===== src/design/maze_flood_fill_router_macros.svh =====
// assertion macros for the maze flood fill router
`ifndef MAZE_FLOOD_FILL_ROUTER_MACROS_SVH
`define MAZE_FLOOD_FILL_ROUTER_MACROS_SVH

`ifndef NO_ASSERTIONS

// condition holds at every clock edge out of reset
`define MFFR_ASSERT_HOLDS(lbl, clk, rst_n, cond) \
  lbl: assert property (@(posedge clk) disable iff (!rst_n) (cond)) \
    else $error("maze router check failed");

// antecedent implies consequent in the same cycle
`define MFFR_ASSERT_IMP(lbl, clk, rst_n, ante, cons) \
  lbl: assert property (@(posedge clk) disable iff (!rst_n) (ante) |-> (cons)) \
    else $error("maze router check failed");

`else

`define MFFR_ASSERT_HOLDS(lbl, clk, rst_n, cond)
`define MFFR_ASSERT_IMP(lbl, clk, rst_n, ante, cons)

`endif

`endif


===== src/design/mffr_ram.sv =====
// generic simple dual port ram with registered read
module mffr_ram #(
  parameter int WIDTH = 8,
  parameter int DEPTH = 256,
  localparam int AW = $clog2(DEPTH)
) (
  input  logic             clk,
  input  logic             we,
  input  logic [AW-1:0]    waddr,
  input  logic [WIDTH-1:0] wdata,
  input  logic [AW-1:0]    raddr,
  output logic [WIDTH-1:0] rdata
);

  logic [WIDTH-1:0] mem [DEPTH];
  logic [WIDTH-1:0] rdata_r;

  always_ff @(posedge clk) begin
    if (we) begin
      mem[waddr] <= wdata;
    end
    rdata_r <= mem[raddr];
  end

  assign rdata = rdata_r;

endmodule


===== config.mk =====
export PLATFORM = sky130hd
export DESIGN_NAME = mffr_ram
export DESIGN_NICKNAME = d
export VERILOG_FILES = /design/src/design/maze_flood_fill_router_macros.svh /design/src/design/mffr_ram.sv
export SDC_FILE = /design/constraint.sdc
export NUM_CORES = 2
export LEC_CHECK = 0
export BUFFER_PORTS_ARGS = -buffer_cell sky130_fd_sc_hd__buf_2
export CAP_MARGIN = 5
export CORE_MARGIN = 4
export CORE_UTILIZATION = 30
export CTS_BUF_LIST = sky130_fd_sc_hd__clkbuf_16
export DETAILED_ROUTE_END_ITERATION = 16
export PLACE_DENSITY = 0.51
export SETUP_SLACK_MARGIN = 0.1
export SYNTH_ARGS = -nofsm -noshare
export SYNTH_HDL_FRONTEND = slang
export SYNTH_SLANG_ARGS = --single-unit

===== constraint.sdc =====
create_clock -name clk -period 6.7 [get_ports clk]
set_input_delay 1.005 -clock clk [delete_from_list [all_inputs] [get_ports clk]]
set_output_delay 1.005 -clock clk [all_outputs]
set_load 0.02 [all_outputs]

==> impl_metrics.py <==
metrics = {
    "layout": {
        "syn2layout_area_growth_pct": 13.8,
        "nets": 3855,
        "multi_input_area_mm2": 0.0165,
        "drive_above_1_share_pct": 21.8,
        "fin_area_mm2": 0.0905,
        "fillers": 24500,
        "final_util_pct": 34.4,
        "final_cell_mix": "edfxtp_1 (2,048), mux4_2 (454), nor2_1 (279)",
        "layout_commonest_cell": "edfxtp_1",
        "seq_area_mm2": 0.0617,
    },
    "critical_path": {
        "arrival_ns": 4.78,
        "r2r-start": "mem[18][3]",
        "critPathMaxFanout": 45,
        "cp-start-kind": "primary input",
        "end_kind": "flip-flop",
        "critPathRequiredTime_ns": 7.42,
        "crit_start": "raddr[2]",
        "critPathKind": "primary input to flip-flop",
    },
    "logic_synthesis": {
        "avgSynthCellArea_um2": 21.3,
        "ys_async_sr_fraction_pct": 0,
        "syn_nets": 3759,
        "ys.flop_type": "edfxtp_1",
        "yosysSeqAreaShare_pct": 77.5,
        "ys_ff_latch": 2056,
        "synth_top_area_cell": "edfxtp_1",
        "syn_inst": 3733,
        "yosys-top-cells-area": "edfxtp_1 (77%), mux4_2 (13%), mux2i_1 (1.7%)",
        "yosysWarnings": 0,
        "synth_top_area_share_pct": 77.3,
        "synth_cell_types": 55,
        "synth_edf_count": 2048,
        "syn-cell-area_mm2": 0.0796,
    },
    "power": {
        "powerDensity_mw_per_mm2": 298,
        "finalPower_mw": 27.0,
        "leakage_nw": 27.4,
        "vdd_ir_drop_max_mv": 0.255,
    },
    "clocking": {
        "clockBufferDepth": 3,
        "cts_buffers": 214,
        "ctsHoldBuffers": 0,
        "clk-insertion-delay-late_ns": 0.88,
        "cts-root-buf": "clkbuf_16",
        "ctsResizeCount": 0,
        "clock_sink_count": 2056,
        "cts_tree": "yes",
        "clkTransAtPathRegs_ns": 0.06,
        "htreeDepth": 4,
        "cts_setup_buffers": 0,
    },
    "place": {
        "hpwl_um": 127000,
        "post-place-ws_ns": 1.82,
        "dpl_cell_area_mm2": 0.0836,
        "port_buffers": 33,
        "place_congestion": 0.809,
    },
    "floorplan": {
        "dieArea_mm2": 0.273,
        "die_h_um": 523,
        "start_util_pct": 30.2,
        "ios": 34,
        "core_region_area_mm2": 0.263,
        "rows": 188,
        "die_w_um": 523,
    },
    "sta": {
        "post-route-period-util_pct": 60.5,
        "layout_setup_ws_ns": 2.65,
        "finalCriticalPeriod_ns": 4.05,
        "rsz0062_at_grt": "false",
        "skew_ns": 0.0534,
        "maxSlewHeadroom_pct": 13.0,
        "worstMarginPinSlew_ns": 1.29,
        "setup_viol_count_final": 0,
        "hold_violations": 0,
        "fmax_mhz": 247,
        "fin_tns_setup_ns": 0,
        "drv_slew": 0,
    },
    "drt": {
        "drt_iter0_markers": 4088,
        "firstDrtPassIters": 8,
        "via_per_inst": 5.08,
        "route.vias.total": 38300,
        "routedWlPerCell_um": 28.1,
        "ant_nets": 0,
        "totalWireLength_um": 212000,
        "drc": 0,
    },
    "grt": {
        "overflow": 0,
        "antenna_found_initial": 17,
        "grt_usage_pct": 15.2,
        "grt_pass1_vias": 38600,
        "grt_pass1_wl_um": 300000,
        "grt_max_degree": 182,
    },
    "hold_path": {
        "hold_path.class": "primary input to flip-flop",
        "min-delay-start": "wdata[1]",
    },
    "job": {
        "drv_cap": 0,
    },
    "status": {
        "status": "completed",
    },
}
routing by layer:
| metal | track usage, % | up-vias | share of wire, % |
|---|---|---|---|
| met2 | 24.4 | 1257 | 48 |
| met4 | 4.37 | 0 | 2.7 |
| li1 | - | 15900 | - |
| met5 | 0 | - | 0 |
| met3 | 2.45 | 290 | 5.5 |
| met1 | 21.5 | 20800 | 44 |
stage by stage:
stage / instances / hold WS, ns
3_5_place_dp: 7128 / 1.08
4_1_cts: 7520 / 0.484
5_1_grt: 7524 / 0.503
2_1_floorplan: 3733 / 0.770
3_3_place_gp: 7126 / 1.08
6_report: 7527 / 0.538
sequential cells by signal (all words and copies together), names as in the netlist:
register,flops
rdata,8
mem,2048
area by class of cell:
cell class | count | area share, %
Inverter | 2 | 0.00829
Tap cell | 3515 | 4.86
Sequential cell | 2056 | 68.1
Clock buffer | 214 | 5.92
Timing Repair Buffer | 113 | 1.18
Clock inverter | 178 | 1.66
Antenna cell | 7 | 0.0194
Multi-Input combinational cell | 1442 | 18.2
critical path, cell delays in order:
cell	delay (ns)
buf_4	0.59
nand2_1	0.75
buf_4	0.44
o221ai_1	0.28
a21oi_1	0.11
nor3_1	0.71
nor4_1	0.37
nor4_1	0.33
logic make-up after synthesis:
group                  synth area share (%)
AND/OR/NAND/NOR                        2.63
buffers and inverters                  1.83
flip-flops                             77.5
multiplexers                           14.6
AO/OA/AOI/OAI                          3.42
report_power, final:
part           internal [mW]  total (mW)  leakage [nW]  switching, mW
combinational          0.416        1.29          5.42          0.869
clock                   6.44        11.5          3.54           5.07
sequential              14.2        14.2          18.5         0.0363
cell usage after synthesis (24+ instances only):
cell type / n
edfxtp_1: 2048
mux4_2: 454
nor2_1: 282
mux2i_1: 134
a22oi_1: 133
clkbuf_1: 111
a21oi_1: 96
o221ai_1: 46
nand3_1: 34
nand2_1: 33
buf_2: 31
nor2b_1: 31
o22ai_1: 28
buf_4: 27
nor4_1: 24
worst paths after layout:
check	endpoint	slack, ns	depth (start not counted)
worst max-delay path	rdata[7]	2.65	8
worst min-delay path	mem[83][1]	0.54	1
worst max register to register	rdata[3]	3.65	6
worst min register to register	rdata[5]	1.13	5
Note: power is estimated with default switching activity, not from simulation.
